**config.mk**
```make
export PLATFORM = sky130hd
export DESIGN_NAME = prologue_epilogue_unwind_tracker
export DESIGN_NICKNAME = d
export VERILOG_FILES = /design/src/hw/rtl/peut_pkg.sv /design/src/hw/rtl/prologue_epilogue_unwind_tracker.sv /design/src/hw/rtl/peut_decode.sv /design/src/hw/rtl/peut_emit.sv
export SDC_FILE = /design/constraint.sdc
export NUM_CORES = 1
export LEC_CHECK = 0
export ABC_AREA = 0
export BUFFER_PORTS_ARGS = -buffer_cell sky130_fd_sc_hd__buf_2
export CAP_MARGIN = 20
export CORE_MARGIN = 8
export CORE_UTILIZATION = 25
export CTS_BUF_LIST = sky130_fd_sc_hd__clkbuf_8
export DETAILED_ROUTE_END_ITERATION = 10
export SLEW_MARGIN = 10
export SYNTH_ARGS = -nofsm -noshare
export SYNTH_HDL_FRONTEND = slang
export SYNTH_SLANG_ARGS = --single-unit
```
**constraint.sdc**
```tcl
create_clock -name clock -period 9.1 [get_ports clock]
set_input_delay 1.365 -clock clock [delete_from_list [all_inputs] [get_ports clock]]
set_output_delay 1.365 -clock clock [all_outputs]
set_load 0.01 [all_outputs]
```
**src/hw/rtl/peut_pkg.sv**
```systemverilog
// peut_pkg: shared types and instruction encodings for the unwind tracker
// used by peut_decode, peut_emit and prologue_epilogue_unwind_tracker
package peut_pkg;

   localparam int OFFSET_BITS_DEF = 20;
   localparam int MAX_RECS        = 3;
   localparam int CNT_BITS        = $clog2(MAX_RECS + 1);

   localparam logic [31:0] MFLR_R0   = 32'h7c0802a6;
   localparam logic [31:0] MTLR_R0   = 32'h7c0803a6;
   localparam logic [31:0] BLR       = 32'h4e800020;
   localparam logic [31:0] MR_MASK   = 32'hffc003ff;
   localparam logic [31:0] MR_R1     = 32'h7d400378;
   localparam logic [15:0] STW_HI    = 16'h9001;
   localparam logic [15:0] STWU_HI   = 16'h9421;
   localparam logic [15:0] LWZ_HI    = 16'h8001;
   localparam logic [15:0] ADDI_HI   = 16'h3821;
   localparam logic [2:0]  CANON_FRM = 3'b101;

   localparam logic KIND_INTERVAL = 1'b0;
   localparam logic KIND_END      = 1'b1;

   typedef struct packed {
      logic        ra_in_frame;
      logic        ra_in_r0;
      logic        sp_saved;
      logic [16:0] frame_bytes;
      logic [15:0] save_disp;
      logic [2:0]  canon_fields;
      logic        canon_taken;
   } track_state_type;

   typedef struct packed {
      logic kind;
      logic ra_in_frame;
      logic ra_in_r0;
      logic sp_saved;
      logic last;
   } rec_flags_type;

endpackage

```
**src/hw/rtl/prologue_epilogue_unwind_tracker.sv**
```systemverilog
// prologue_epilogue_unwind_tracker: top level with input register and tracking state
// depends on peut_pkg, peut_decode and peut_emit
//
// usage: instruction words of a routine arrive in order on the req_ channel,
// routine_start on the first word and routine_last on the final word.
// each word yields zero to three records on the rsp_ channel: an interval at
// routine start, an interval after a recognized prologue or epilogue word,
// and an end marker on the last word; rsp_last_of_run flags the final record
// of a word.
// a taken word waits in the input register, is decoded combinationally and
// is loaded into the result buffer, which shows its first record.
// throughput: one word per cycle while each word gives at most one record and
// rsp_ready stays high; a word with more records holds the result buffer until
// its last record is taken, as the buffer pops one record per cycle on rsp_ready.
// reset clears the tracking state and empties the input register and the
// result buffer. a stalled rsp_ready keeps the current record steady; one
// more word waits in the input register, then req_ready drops.
module prologue_epilogue_unwind_tracker #(
   parameter int OFFSET_BITS = peut_pkg::OFFSET_BITS_DEF
) (
   input  logic                   clock,
   input  logic                   reset,
   input  logic                   req_valid,
   output logic                   req_ready,
   input  logic [31:0]            req_instr_word,
   input  logic [OFFSET_BITS-1:0] req_word_offset,
   input  logic                   req_routine_start,
   input  logic                   req_routine_last,
   output logic                   rsp_valid,
   input  logic                   rsp_ready,
   output logic                   rsp_record_kind,
   output logic [OFFSET_BITS:0]   rsp_start_offset,
   output logic                   rsp_ra_in_frame,
   output logic                   rsp_ra_in_r0,
   output logic                   rsp_sp_saved,
   output logic                   rsp_last_of_run
);
   import peut_pkg::*;

   logic                   in_valid_ff;
   logic [31:0]            word_ff;
   logic [OFFSET_BITS-1:0] offset_ff;
   logic                   start_ff;
   logic                   last_ff;
   track_state_type        state_ff, state_in;
   logic [CNT_BITS-1:0]    rec_cnt;
   rec_flags_type          rec_flags [MAX_RECS];
   logic [OFFSET_BITS:0]   rec_off [MAX_RECS];
   rec_flags_type          out_flags;
   logic                   can_load;
   logic                   advance;

   assign advance   = in_valid_ff && can_load;
   assign req_ready = !in_valid_ff || advance;

   peut_decode #(.OFFSET_BITS(OFFSET_BITS)) u_decode (
      .instr_word    (word_ff),
      .word_offset   (offset_ff),
      .routine_start (start_ff),
      .routine_last  (last_ff),
      .cur_state     (state_ff),
      .nxt_state     (state_in),
      .rec_cnt       (rec_cnt),
      .rec_flags     (rec_flags),
      .rec_off       (rec_off)
   );

   peut_emit #(.OFFSET_BITS(OFFSET_BITS)) u_emit (
      .clock      (clock),
      .reset      (reset),
      .load       (advance),
      .load_cnt   (rec_cnt),
      .load_flags (rec_flags),
      .load_off   (rec_off),
      .can_load   (can_load),
      .out_valid  (rsp_valid),
      .out_ready  (rsp_ready),
      .out_flags  (out_flags),
      .out_off    (rsp_start_offset)
   );

   assign rsp_record_kind = out_flags.kind;
   assign rsp_ra_in_frame = out_flags.ra_in_frame;
   assign rsp_ra_in_r0    = out_flags.ra_in_r0;
   assign rsp_sp_saved    = out_flags.sp_saved;
   assign rsp_last_of_run = out_flags.last;

   always_ff @(posedge clock) begin
      if (reset) begin
         in_valid_ff <= 1'b0;
         state_ff    <= '0;
      end else begin
         if (req_ready) begin
            in_valid_ff <= req_valid;
         end
         if (advance) begin
            state_ff <= state_in;
         end
      end
      if (req_valid && req_ready) begin
         word_ff   <= req_instr_word;
         offset_ff <= req_word_offset;
         start_ff  <= req_routine_start;
         last_ff   <= req_routine_last;
      end
   end

   a_hold_when_blocked: assert property (@(posedge clock) disable iff (reset)
      (in_valid_ff && !can_load) |=> (in_valid_ff && $stable(word_ff)))
      else $error("pending item lost while buffer busy");

   a_state_only_on_advance: assert property (@(posedge clock) disable iff (reset)
      !$past(advance) && !$past(reset) |-> $stable(state_ff))
      else $error("tracking state moved without an item");

   a_canon_values: assert property (@(posedge clock) disable iff (reset)
      state_ff.canon_taken == (state_ff.canon_fields == CANON_FRM))
      else $error("canonical state inconsistent");

endmodule

```
**src/hw/rtl/peut_decode.sv**
```systemverilog
// peut_decode: matches one instruction word against the prologue and epilogue
// patterns, builds the next tracking state and up to three records; uses peut_pkg
module peut_decode #(
   parameter int OFFSET_BITS = peut_pkg::OFFSET_BITS_DEF
) (
   input  logic [31:0]                   instr_word,
   input  logic [OFFSET_BITS-1:0]        word_offset,
   input  logic                          routine_start,
   input  logic                          routine_last,
   input  peut_pkg::track_state_type     cur_state,
   output peut_pkg::track_state_type     nxt_state,
   output logic [peut_pkg::CNT_BITS-1:0] rec_cnt,
   output peut_pkg::rec_flags_type       rec_flags [peut_pkg::MAX_RECS],
   output logic [OFFSET_BITS:0]          rec_off [peut_pkg::MAX_RECS]
);
   import peut_pkg::*;

   logic [15:0]     disp;
   logic [15:0]     hi;
   logic [OFFSET_BITS:0] nxt_off;
   logic [17:0]     fb_plus4;
   track_state_type st;
   logic            hit;

   assign disp     = instr_word[15:0];
   assign hi       = instr_word[31:16];
   assign nxt_off  = {1'b0, word_offset} + {{OFFSET_BITS{1'b0}}, 1'b1};

   always_comb begin
      st  = routine_start ? '0 : cur_state;
      hit = 1'b0;
      fb_plus4 = {st.frame_bytes[16], st.frame_bytes} + 18'd4;
      if (instr_word == MFLR_R0) begin
         st.ra_in_frame = 1'b0;
         st.ra_in_r0    = 1'b1;
         hit            = 1'b1;
      end else if (hi == STW_HI) begin
         st.save_disp = disp;
         if (fb_plus4 == {{2{disp[15]}}, disp} && $signed(disp) > 16'sd4) begin
            st.ra_in_frame = 1'b1;
            st.ra_in_r0    = 1'b0;
            st.sp_saved    = 1'b1;
            if (!st.canon_taken) begin
               st.canon_taken  = 1'b1;
               st.canon_fields = CANON_FRM;
            end
            hit = 1'b1;
         end
      end else if (hi == STWU_HI) begin
         st.ra_in_frame = 1'b0;
         st.sp_saved    = 1'b1;
         st.frame_bytes = 17'd0 - {disp[15], disp};
         hit            = 1'b1;
      end else if (instr_word == MTLR_R0) begin
         st.ra_in_frame = 1'b0;
         st.ra_in_r0    = 1'b0;
         hit            = 1'b1;
      end else if ((instr_word & MR_MASK) == MR_R1 ||
                   (hi == ADDI_HI && {disp[15], disp} == st.frame_bytes)) begin
         st.sp_saved = 1'b0;
         hit         = 1'b1;
      end else if (hi == LWZ_HI && disp == st.save_disp) begin
         st.ra_in_frame = 1'b0;
         st.ra_in_r0    = 1'b1;
         hit            = 1'b1;
      end else if (instr_word == BLR && !routine_last) begin
         if ({st.sp_saved, st.ra_in_r0, st.ra_in_frame} != st.canon_fields) begin
            st.ra_in_frame = st.canon_fields[0];
            st.ra_in_r0    = st.canon_fields[1];
            st.sp_saved    = st.canon_fields[2];
            hit            = 1'b1;
         end
      end
      nxt_state = st;
   end

   // records packed in order: start interval, instruction interval, end marker
   always_comb begin
      logic [CNT_BITS-1:0] n;
      n = '0;
      for (int i = 0; i < MAX_RECS; i++) begin
         rec_flags[i] = '0;
         rec_off[i]   = '0;
      end
      if (routine_start) begin
         rec_flags[n[1:0]] = '{kind: KIND_INTERVAL, default: 1'b0};
         rec_off[n[1:0]]   = {1'b0, word_offset};
         n = n + 1'b1;
      end
      if (hit) begin
         rec_flags[n[1:0]] = '{kind: KIND_INTERVAL, ra_in_frame: st.ra_in_frame,
                               ra_in_r0: st.ra_in_r0, sp_saved: st.sp_saved,
                               last: 1'b0};
         rec_off[n[1:0]]   = nxt_off;
         n = n + 1'b1;
      end
      if (routine_last) begin
         rec_flags[n[1:0]] = '{kind: KIND_END, default: 1'b0};
         rec_off[n[1:0]]   = nxt_off;
         n = n + 1'b1;
      end
      if (n != '0) begin
         rec_flags[n[1:0] - 2'd1].last = 1'b1;
      end
      rec_cnt = n;
   end

endmodule

```
**src/hw/rtl/peut_emit.sv**
```systemverilog
// peut_emit: result buffer holding the records of one item and handing them
// out one per cycle in order while out_ready is high; uses peut_pkg
module peut_emit #(
   parameter int OFFSET_BITS = peut_pkg::OFFSET_BITS_DEF
) (
   input  logic                          clock,
   input  logic                          reset,
   input  logic                          load,
   input  logic [peut_pkg::CNT_BITS-1:0] load_cnt,
   input  peut_pkg::rec_flags_type       load_flags [peut_pkg::MAX_RECS],
   input  logic [OFFSET_BITS:0]          load_off [peut_pkg::MAX_RECS],
   output logic                          can_load,
   output logic                          out_valid,
   input  logic                          out_ready,
   output peut_pkg::rec_flags_type       out_flags,
   output logic [OFFSET_BITS:0]          out_off
);
   import peut_pkg::*;

   logic [CNT_BITS-1:0] count_ff, count_in;
   rec_flags_type       flags_ff [MAX_RECS];
   rec_flags_type       flags_in [MAX_RECS];
   logic [OFFSET_BITS:0] off_ff [MAX_RECS];
   logic [OFFSET_BITS:0] off_in [MAX_RECS];
   logic                pop;

   assign pop       = (count_ff != '0) && out_ready;
   assign can_load  = (count_ff == '0) || (count_ff == CNT_BITS'(1) && pop);
   assign out_valid = (count_ff != '0);
   assign out_flags = flags_ff[0];
   assign out_off   = off_ff[0];

   always_comb begin
      count_in = count_ff;
      flags_in = flags_ff;
      off_in   = off_ff;
      if (load) begin
         count_in = load_cnt;
         flags_in = load_flags;
         off_in   = load_off;
      end else if (pop) begin
         count_in = count_ff - 1'b1;
         for (int i = 0; i < MAX_RECS - 1; i++) begin
            flags_in[i] = flags_ff[i+1];
            off_in[i]   = off_ff[i+1];
         end
      end
   end

   always_ff @(posedge clock) begin
      if (reset) begin
         count_ff <= '0;
      end else begin
         count_ff <= count_in;
      end
      flags_ff <= flags_in;
      off_ff   <= off_in;
   end

   a_load_when_free: assert property (@(posedge clock) disable iff (reset)
      load |-> (count_ff == '0 || (count_ff == CNT_BITS'(1) && pop)))
      else $error("record buffer overwritten");

   a_last_on_final: assert property (@(posedge clock) disable iff (reset)
      (count_ff != '0) |-> (flags_ff[0].last == (count_ff == CNT_BITS'(1))))
      else $error("last flag out of place");

   a_pop_drains: assert property (@(posedge clock) disable iff (reset)
      (pop && !load) |=> (count_ff == $past(count_ff) - 1'b1))
      else $error("record count did not drop");

endmodule
```
==> flow_summary.html, run 1 <==
<table>
<tr><th>Metric</th><th>Value</th></tr>
<tr><th colspan="2">Timing</th></tr>
<tr><td>Worst-Margin Slew</td><td>0.916 ns</td></tr>
<tr><td>RSZ-0062 raised after global routing</td><td>no</td></tr>
<tr><td>Final Cycle Share</td><td>0.569</td></tr>
<tr><td>Worst-case headroom to the max-slew limit</td><td>0.388</td></tr>
<tr><td>Number of endpoints with negative hold slack in the final report</td><td>0</td></tr>
<tr><td>Final setup violation count</td><td>0</td></tr>
<tr><td>Final critical-path required period</td><td>5.18 ns</td></tr>
<tr><td>Total Negative Setup Slacks</td><td>0 ns</td></tr>
<tr><td>Max-slew violation count</td><td>0</td></tr>
<tr><td>Final worst clock skew</td><td>0.0208 ns</td></tr>
<tr><td>F_max</td><td>193 MHz</td></tr>
<tr><th colspan="2">Worst setup path</th></tr>
<tr><td>CP dominant cell by count</td><td>ha_1</td></tr>
<tr><td>Cell type group with the largest total delay on the critical path</td><td>compound AO/OA/AOI/OAI gates</td></tr>
<tr><td>Source of the worst register-to-register timing path</td><td>start_ff</td></tr>
<tr><td>Length in cells of the worst reg-to-reg path</td><td>16</td></tr>
<tr><td>Critical Path Start Type</td><td>flop</td></tr>
<tr><td>Required time of the critical path</td><td>9.42 ns</td></tr>
<tr><td>Arrival time of data at the critical path endpoint</td><td>5.50 ns</td></tr>
<tr><td>Max stage delay cell, worst path</td><td>nor2_1</td></tr>
<tr><td>CP Max Fanout</td><td>55</td></tr>
<tr><td>Worst R2R End</td><td>u_emit.out_off[19]</td></tr>
<tr><td>Critical setup path kind</td><td>flop to flop</td></tr>
<tr><td>Cell breakdown of the critical path</td><td>buf_4 -&gt; nor2b_1 -&gt; ha_1 -&gt; and3_1 -&gt; nand4b_1 -&gt; a2111oi_0 -&gt; o2111a_1 -&gt; o211a_1 -&gt; a31o_1 -&gt; and2_4 -&gt; inv_1 -&gt; ha_1 -&gt; and2_1 -&gt; nor2_1 -&gt; a21boi_0 -&gt; a221oi_2</td></tr>
<tr><td>Kind of end point of the critical path</td><td>flop</td></tr>
<tr><td>R2R setup slack</td><td>3.92 ns</td></tr>
<tr><td>CP max stage delay</td><td>0.62 ns</td></tr>
<tr><td>Number of buffer and inverter stages on the critical path</td><td>2</td></tr>
<tr><th colspan="2">Synthesis</th></tr>
<tr><td>Total number of yosys warnings</td><td>0</td></tr>
<tr><td>Commonest register cell after synthesis</td><td>edfxtp_1</td></tr>
<tr><td>Proportion of register bits with asynchronous set or reset after synthesis</td><td>0</td></tr>
<tr><td>Mapped Avg Cell Area</td><td>9.79 um2</td></tr>
<tr><td>Largest area contributor in the netlist</td><td>edfxtp_1</td></tr>
<tr><td>Cell variety after synth</td><td>84</td></tr>
<tr><td>Number of synthesized register bits</td><td>172</td></tr>
<tr><td>Seq/Total Area, Yosys</td><td>0.479</td></tr>
<tr><td>Number of enable flip-flop cells after synthesis</td><td>129</td></tr>
<tr><td>Post-Syn Instances</td><td>1009</td></tr>
<tr><td>Cell area after technology mapping</td><td>9880 um2</td></tr>
<tr><td>Post-synth top cells</td><td>nor2_1, edfxtp_1, nand2_1</td></tr>
<tr><td>Share of Yosys cell area claimed by the top area cell type</td><td>0.392</td></tr>
<tr><td>Most common cell in the netlist</td><td>nor2_1</td></tr>
<tr><td>Top cells by area in the synthesized netlist</td><td>edfxtp_1, dfxtp_1, nor2_1</td></tr>
<tr><td>Syn nets</td><td>1077</td></tr>
<tr><th colspan="2">Global route</th></tr>
<tr><td>Met1 Usage GRT</td><td>0.153</td></tr>
<tr><td>Wire length of the first global-routing pass</td><td>43600 um</td></tr>
<tr><td>GRT met3 Usage</td><td>0.0309</td></tr>
<tr><td>Vias in the first global route</td><td>7864</td></tr>
<tr><td>Initial antenna violation count</td><td>4</td></tr>
<tr><td>GRT busiest layer</td><td>met2</td></tr>
<tr><td>Leftover overflow at the end of global routing</td><td>0</td></tr>
<tr><td>Met2 capacity usage during global routing</td><td>0.184</td></tr>
<tr><td>Pin count of the biggest net entering global routing</td><td>77</td></tr>
<tr><td>Global router's overall resource usage</td><td>0.117</td></tr>
<tr><th colspan="2">Pwr</th></tr>
<tr><td>Static leakage</td><td>3.65 nW</td></tr>
<tr><td>Clock share of power</td><td>0.279</td></tr>
<tr><td>Total power density per cell area</td><td>179 nW/um2</td></tr>
<tr><td>Share of power burned in registers</td><td>0.539</td></tr>
<tr><td>Switching power as a share of total power</td><td>0.311</td></tr>
<tr><td>Net switching power</td><td>0.610 mW</td></tr>
<tr><td>Logic gate share of total power</td><td>0.182</td></tr>
<tr><td>Cell-internal power</td><td>1.35 mW</td></tr>
<tr><td>Peak supply drop</td><td>0.000101 V</td></tr>
<tr><th colspan="2">Clock network</th></tr>
<tr><td>Clock root buffer</td><td>clkbuf_8</td></tr>
<tr><td>Clock tree from TritonCTS</td><td>done</td></tr>
<tr><td>Number of buffers inserted during clock tree synthesis</td><td>17</td></tr>
<tr><td>Clock-pin slew reported for the worst setup and hold paths after clock tree synthesis</td><td>0.09 ns</td></tr>
<tr><td>CTS HTree Levels</td><td>4</td></tr>
<tr><td>Bufs on Longest Clock Path</td><td>2</td></tr>
<tr><td>Count of hold-fix buffers inserted at cts</td><td>0</td></tr>
<tr><td>Number of setup buffers added after CTS</td><td>0</td></tr>
<tr><td>Latest clock arrival within the worst-skew pair</td><td>0.50 ns</td></tr>
<tr><td>PostCTS Resize Cnt</td><td>0</td></tr>
<tr><td>Sink count of the clock tree</td><td>172</td></tr>
<tr><th colspan="2">Detailed routing</th></tr>
<tr><td>Vias</td><td>7826</td></tr>
<tr><td>Routed len/inst</td><td>17.2 um</td></tr>
<tr><td>Routed Wire Length</td><td>26900 um</td></tr>
<tr><td>Detailed router's first-iteration violation count</td><td>800</td></tr>
<tr><td>Detailed-route vias per instance</td><td>5.00</td></tr>
<tr><td>Number of iterations in the first detailed-routing pass</td><td>6</td></tr>
<tr><td>DRC violation count after routing</td><td>0</td></tr>
<tr><td>Count of nets left with antenna violations after detail routing</td><td>0</td></tr>
<tr><th colspan="2">Die</th></tr>
<tr><td>Total die area</td><td>46100 um2</td></tr>
<tr><td>Die height</td><td>215 um</td></tr>
<tr><td>Die Width</td><td>215 um</td></tr>
<tr><td>Boundary pin count</td><td>86</td></tr>
<tr><td>CORE AREA</td><td>39400 um2</td></tr>
<tr><td>Core Rows</td><td>73</td></tr>
<tr><td>Initial core utilization</td><td>0.251</td></tr>
<tr><th colspan="2">Finish</th></tr>
<tr><td>Number of nets in the layout</td><td>1094</td></tr>
<tr><td>Area growth, synth to finish</td><td>10.8%</td></tr>
<tr><td>Non-Filler Instances</td><td>1566</td></tr>
<tr><td>Ratio of cells with drive above 1 in the final layout</td><td>0.160</td></tr>
<tr><th colspan="2">Outcome</th></tr>
<tr><td>Result of the run</td><td>finished, final reports clean</td></tr>
<tr><th colspan="2">Placement</th></tr>
<tr><td>Placer Congestion</td><td>0.874</td></tr>
<tr><td>Half-perimeter wire length after placement</td><td>18700 um</td></tr>
<tr><td>Total instance count after detailed placement</td><td>1532</td></tr>
<tr><td>IO buf count</td><td>85</td></tr>
<tr><th colspan="2">Hold path</th></tr>
<tr><td>Cell depth of the worst min-delay path</td><td>2</td></tr>
<tr><td>Hold Path End</td><td>state_ff[0]</td></tr>
<tr><td>Launch instance of the worst min-delay path</td><td>state_ff[0]</td></tr>
<tr><td>Type of the tightest min-delay check</td><td>flop to flop</td></tr>
<tr><th colspan="2">Job</th></tr>
<tr><td>Number of maximum-capacitance violations</td><td>0</td></tr>
</table>
final cells by class:
cell class,instances,area (um2)
fill,4141,28400
sequential,172,4730
multi-input combinational,712,4540
tap,525,657
timing repair buffer,98,523
clock buffer,17,234
clock inverter,15,161
inverter,25,95.1
antenna,2,5.00
metrics by stage:
stage | cell area, um2 | setup slack (ns) | util | hold slack, ns | power (mW)
4_1_cts | 10900 | 4.01 | 0.278 | 0.485 | 1.99
6_report | 10900 | 3.92 | 0.278 | 0.487 | 1.96
3_3_place_gp | 10500 | 4.21 | 0.268 | 0.466 | 1.43
5_1_grt | 10900 | 3.50 | 0.278 | 0.544 | 2.07
2_1_floorplan | 9880 | 4.03 | - | 0.450 | 1.32
3_5_place_dp | 10500 | 4.05 | 0.268 | 0.473 | 1.44
power by group through the flow:
| stage | sequential [mW] | combinational [mW] | clock [mW] |
|---|---|---|---|
| after floorplan | 1.03 | 0.291 | 0 |
| after global placement | 1.08 | 0.353 | 0 |
| after detailed placement | 1.08 | 0.359 | 0 |
| after CTS | 1.06 | 0.361 | 0.569 |
| after global routing | 1.07 | 0.400 | 0.597 |
| final | 1.06 | 0.357 | 0.549 |
worst max path at each step:
stage	start	to	slack [ns]	cells past startpoint
2_1_floorplan	start_ff	u_emit.out_off[13]	4.03	24
3_3_place_gp	start_ff	u_emit.out_off[13]	4.21	17
3_5_place_dp	start_ff	u_emit.out_off[17]	4.05	16
4_1_cts	start_ff	u_emit.out_off[19]	4.01	16
5_1_grt	start_ff	u_emit.out_off[19]	3.50	16
6_report	start_ff	u_emit.out_off[19]	3.92	16
placed cells by master, fill, tap and decap left out, types with 17 or more instances in the layout:
cell / instances
inv_1: 25
a31oi_1: 21
nand4_1: 21
nor2_1: 142
o21ai_0: 36
dfxtp_1: 43
nand3_1: 30
nand2_1: 74
a211oi_1: 22
edfxtp_1: 129
clkbuf_8: 17
buf_2: 85
xnor2_1: 45
xor2_1: 18
a22oi_1: 30
a21oi_1: 35
flip-flops by register name (all words and copies together) (netlist names):
register	count
in_valid_ff	1
last_ff	1
offset_ff	20
start_ff	1
state_ff	40
u_emit.count_ff	2
u_emit.flags_ff	7
u_emit.off_ff	42
u_emit.out_flags	5
u_emit.out_off	21
word_ff	32
worst min-delay path, delay by kind of cell, from the launching register on:
| kind | cells | cell delay [ns] |
|---|---|---|
| AOI/OAI and AO/OA | 1 | 0.06 |
| DFF | 1 | 0.33 |
| and+or+nand+nor | 1 | 0.06 |
metal layers:
metal / part of all wire / up-vias / routed length (um)
li1: - / 3754 / -
met1: 0.45 / 3760 / 12200
met2: 0.46 / 267 / 12300
met3: 0.066 / 43 / 1760
met4: 0.023 / 2 / 605
met5: 0.00030 / - / 8
logic make-up (layout without fill, tap and decap cells):
kind of cell	Yosys count	count (layout)	synth area share
muxes	7	7	0.00747
DFF	172	172	0.479
xor gates and xnor gates	65	65	0.0606
adders and majority gates	10	10	0.0127
and+or+nand+nor	408	408	0.218
other	0	2	0
buffers and inverters	125	155	0.0622
AOI/OAI and AO/OA	222	222	0.160
No activity file was read; power rests on OpenSTA's default activity.
==> inputs of run 2 (changes only) <==
==> constraint.sdc (replaced) <==
create_clock -name clock -period 4.85 [get_ports clock]
set_input_delay 0.7275 -clock clock [delete_from_list [all_inputs] [get_ports clock]]
set_output_delay 0.7275 -clock clock [all_outputs]
set_load 0.01 [all_outputs]
==> run 2 against run 1 <==
Compared with the run above: clock power is 82% higher; non-clock buffer count is 16 higher; global-route usage is 0.16 points lower; largest power group unchanged; core utilization is 0.31 points higher; total power is 87% higher; worst setup slack worse by 3.6 ns; highest routed layer is now met4; final cell count is 0.89% higher.
==> flow_summary.html, run 2 (synthesis gave the netlist of run 1 again) <==
<table>
<tr><th>Metric</th><th>Value</th></tr>
<tr><th colspan="2">Outcome</th></tr>
<tr><td>Result of the run</td><td>finished, final reports clean</td></tr>
<tr><th colspan="2">Timing</th></tr>
<tr><td>Max-slew violation count</td><td>0 (unchanged)</td></tr>
<tr><td>Final worst clock skew</td><td>0.0132 ns (-0.00754 ns)</td></tr>
<tr><td>Worst-case headroom to the max-slew limit</td><td>0.368 (-0.0199)</td></tr>
<tr><td>Number of endpoints with negative hold slack in the final report</td><td>0 (unchanged)</td></tr>
<tr><td>Total Negative Setup Slacks</td><td>0 ns (unchanged)</td></tr>
<tr><td>Final Cycle Share</td><td>0.930 (+0.360)</td></tr>
<tr><td>Worst-Margin Slew</td><td>0.948 ns (+0.0320 ns)</td></tr>
<tr><td>Final critical-path required period</td><td>4.51 ns (-0.672 ns)</td></tr>
<tr><td>RSZ-0062 raised after global routing</td><td>no</td></tr>
<tr><td>F_max</td><td>222 MHz (+15%)</td></tr>
<tr><td>Final setup violation count</td><td>0 (unchanged)</td></tr>
<tr><th colspan="2">Finish</th></tr>
<tr><td>Area growth, synth to finish</td><td>12.0%</td></tr>
<tr><td>Max reg flops</td><td>42 (unchanged)</td></tr>
<tr><td>Most common library cell in the layout ignoring fill and taps</td><td>nor2_1</td></tr>
<tr><td>Count of fill cells added during filler insertion</td><td>4080 (-1.5%)</td></tr>
<tr><td>Largest registers in the final layout</td><td>u_emit.off_ff: 42 flops, state_ff: 40 flops, word_ff: 32 flops</td></tr>
<tr><td>Commonest cells after routing, fill and taps aside</td><td>nor2_1, edfxtp_1, buf_2</td></tr>
<tr><td>Total non-filler cell area in the finished layout</td><td>11100 um2 (+1.1%)</td></tr>
<tr><td>Top register by number of flip-flops</td><td>u_emit.off_ff</td></tr>
<tr><td>Diodes inserted</td><td>0 (-2)</td></tr>
<tr><td>Ratio of cells with drive above 1 in the final layout</td><td>0.171 (+0.0108)</td></tr>
<tr><td>Number of nets in the layout</td><td>1110 (+1.5%)</td></tr>
<tr><td>Utilization of the core after routing</td><td>0.281 (+0.00312)</td></tr>
<tr><th colspan="2">Clock network</th></tr>
<tr><td>Number of buffers inserted during clock tree synthesis</td><td>17 (unchanged)</td></tr>
<tr><td>Clock tree from TritonCTS</td><td>done</td></tr>
<tr><td>Clock-pin slew reported for the worst setup and hold paths after clock tree synthesis</td><td>0.10 ns (about the same)</td></tr>
<tr><td>CTS HTree Levels</td><td>4 (unchanged)</td></tr>
<tr><td>Sink count of the clock tree</td><td>172 (unchanged)</td></tr>
<tr><td>Latest clock arrival within the worst-skew pair</td><td>0.50 ns (about the same)</td></tr>
<tr><td>Bufs on Longest Clock Path</td><td>2 (unchanged)</td></tr>
<tr><td>Clock root buffer</td><td>clkbuf_8</td></tr>
<tr><th colspan="2">Worst setup path</th></tr>
<tr><td>Cell breakdown of the critical path</td><td>nor2b_1 -&gt; ha_1 -&gt; xor3_1 -&gt; o32a_1 -&gt; o21ai_0 -&gt; nand2_1 -&gt; nor4b_2 -&gt; a31o_1 -&gt; and2_4 -&gt; inv_1 -&gt; ha_1 -&gt; and2_1 -&gt; nor2_2 -&gt; a21boi_0 -&gt; a221oi_2</td></tr>
<tr><td>CP dominant cell by count</td><td>ha_1</td></tr>
<tr><td>Length in cells of the worst reg-to-reg path</td><td>15 (-1)</td></tr>
<tr><td>Worst R2R End</td><td>u_emit.out_off[19]</td></tr>
<tr><td>Arrival time of data at the critical path endpoint</td><td>4.83 ns (-0.67 ns)</td></tr>
<tr><td>Launch point of the worst path</td><td>state_ff[22]</td></tr>
<tr><td>Number of gates on the worst path with buffers counted</td><td>15 (-1)</td></tr>
<tr><td>R2R setup slack</td><td>0.34 ns (-3.58 ns)</td></tr>
<tr><td>Required time of the critical path</td><td>5.17 ns (-4.25 ns)</td></tr>
<tr><td>Max stage delay cell, worst path</td><td>dfxtp_1</td></tr>
<tr><td>Critical setup path kind</td><td>flop to flop</td></tr>
<tr><td>CP Max Fanout</td><td>12 (-78%)</td></tr>
<tr><td>Cell type group with the largest total delay on the critical path</td><td>simple AND/OR/NAND/NOR gates</td></tr>
<tr><td>Critical Path Start Type</td><td>flop</td></tr>
<tr><td>Source of the worst register-to-register timing path</td><td>state_ff[22]</td></tr>
<tr><td>Kind of end point of the critical path</td><td>flop</td></tr>
<tr><td>Critical path destination</td><td>u_emit.out_off[19]</td></tr>
<tr><td>CP max stage delay</td><td>0.53 ns (-0.09 ns)</td></tr>
<tr><td>Number of buffer and inverter stages on the critical path</td><td>1 (-1)</td></tr>
<tr><th colspan="2">Hold path</th></tr>
<tr><td>Launch instance of the worst min-delay path</td><td>req_word_offset[17]</td></tr>
<tr><td>Type of the tightest min-delay check</td><td>primary input to flop</td></tr>
<tr><th colspan="2">Detailed routing</th></tr>
<tr><td>Routed len/inst</td><td>17.1 um (-0.29%)</td></tr>
<tr><td>Detailed router's first-iteration violation count</td><td>636 (-21%)</td></tr>
<tr><td>DRC violation count after routing</td><td>0 (unchanged)</td></tr>
<tr><td>Vias</td><td>7819 (-0.089%)</td></tr>
<tr><td>Number of iterations in the first detailed-routing pass</td><td>5 (-1)</td></tr>
<tr><td>Routed Wire Length</td><td>27000 um (+0.60%)</td></tr>
<tr><td>Count of nets left with antenna violations after detail routing</td><td>0 (unchanged)</td></tr>
<tr><td>Detailed-route vias per instance</td><td>4.95 (-0.97%)</td></tr>
<tr><th colspan="2">Pwr</th></tr>
<tr><td>Total power density per cell area</td><td>332 nW/um2 (+85%)</td></tr>
<tr><td>Peak supply drop</td><td>0.000202 V (+100%)</td></tr>
<tr><td>Static leakage</td><td>3.73 nW (+2.2%)</td></tr>
<tr><th colspan="2">Global route</th></tr>
<tr><td>Vias in the first global route</td><td>7506 (-4.6%)</td></tr>
<tr><td>Wire length of the first global-routing pass</td><td>42800 um (-1.9%)</td></tr>
<tr><td>Met2 capacity usage during global routing</td><td>0.179 (-0.00444)</td></tr>
<tr><td>Initial antenna violation count</td><td>0 (-4)</td></tr>
<tr><td>Met1 Usage GRT</td><td>0.153 (-0.000232)</td></tr>
<tr><td>Global router's overall resource usage</td><td>0.116 (-0.00156)</td></tr>
<tr><td>Leftover overflow at the end of global routing</td><td>0 (unchanged)</td></tr>
<tr><td>Pin count of the biggest net entering global routing</td><td>77 (unchanged)</td></tr>
<tr><td>GRT busiest layer</td><td>met2</td></tr>
<tr><td>GRT met3 Usage</td><td>0.0291 (-0.00183)</td></tr>
<tr><th colspan="2">Die</th></tr>
<tr><td>CORE AREA</td><td>39400 um2 (unchanged)</td></tr>
<tr><td>Initial core utilization</td><td>0.251 (unchanged)</td></tr>
<tr><td>Core Rows</td><td>73 (unchanged)</td></tr>
<tr><td>Total die area</td><td>46100 um2 (unchanged)</td></tr>
<tr><td>Die Width</td><td>215 um (unchanged)</td></tr>
<tr><td>Die height</td><td>215 um (unchanged)</td></tr>
<tr><td>Boundary pin count</td><td>86 (unchanged)</td></tr>
<tr><th colspan="2">Placement</th></tr>
<tr><td>Placer Congestion</td><td>0.860 (-1.7%)</td></tr>
<tr><td>Post-DP Area</td><td>10700 um2 (+1.3%)</td></tr>
<tr><td>Half-perimeter wire length after placement</td><td>19300 um (+3.3%)</td></tr>
<tr><td>IO buf count</td><td>85 (unchanged)</td></tr>
<tr><th colspan="2">Job</th></tr>
<tr><td>Number of maximum-capacitance violations</td><td>0 (unchanged)</td></tr>
</table>
-- run 2: cell types whose count changed in the layout (fill, tap and decap cells not counted), sizes merged --
| cell | previous run | this run |
|---|---|---|
| clkinvlp | 4 | 1 |
| diode | 2 | 0 |
| inv | 31 | 29 |
| clkinv | 3 | 8 |
| buf | 98 | 114 |
-- run 2: worst min path at each step --
stage               endpoint  slack [ns]  depth (start not counted)
6_report       offset_ff[17]        0.40                          1
4_1_cts        offset_ff[12]        0.35                          1
3_3_place_gp     state_ff[0]        0.46                          2
5_1_grt         offset_ff[7]        0.36                          1
2_1_floorplan    state_ff[0]        0.45                          2
3_5_place_dp     state_ff[0]        0.47                          2
-- run 2: metrics by stage --
| stage | worst slack [ns] | hold slack (ns) | std cells | total power [mW] |
|---|---|---|---|---|
| 2_1_floorplan | 0.0391 | 0.450 | 1009 | 2.48 |
| 3_3_place_gp | 0.540 | 0.465 | 1547 | 2.70 |
| 3_5_place_dp | 0.439 | 0.470 | 1548 | 2.72 |
| 4_1_cts | 0.398 | 0.350 | 1580 | 3.72 |
| 5_1_grt | 0.0409 | 0.360 | 1580 | 3.86 |
| 6_report | 0.342 | 0.399 | 1580 | 3.68 |
-- run 2: timing repair --
action	in CTS	in global routing
gates resized for setup	0	1
hold buffers	0	0
setup buffers	0	0
setup endpoints to repair	0	2
-- run 2: power breakdown --
| part | internal (mW) | switching [mW] | total, mW |
|---|---|---|---|
| Sequential | 1.83 | 0.131 | 1.97 |
| Combinational | 0.253 | 0.456 | 0.709 |
| Clock | 0.455 | 0.549 | 1.00 |
-- run 2: per-layer routing --
metal | vias up | wire, um
li1 | 3792 | -
met1 | 3750 | 12500
met2 | 233 | 12200
met3 | 44 | 1710
met4 | 0 | 658
met5 | - | 0
-- run 2: cell type report --
class / instances / area (um2) / share of cell area
Sequential cell: 172 / 4730 / 0.428
Tap cell: 525 / 657 / 0.0593
Clock buffer: 17 / 234 / 0.0211
Inverter: 25 / 95.1 / 0.00859
Clock inverter: 15 / 143 / 0.0129
Timing Repair Buffer: 114 / 659 / 0.0596
Multi-Input combinational cell: 712 / 4550 / 0.411
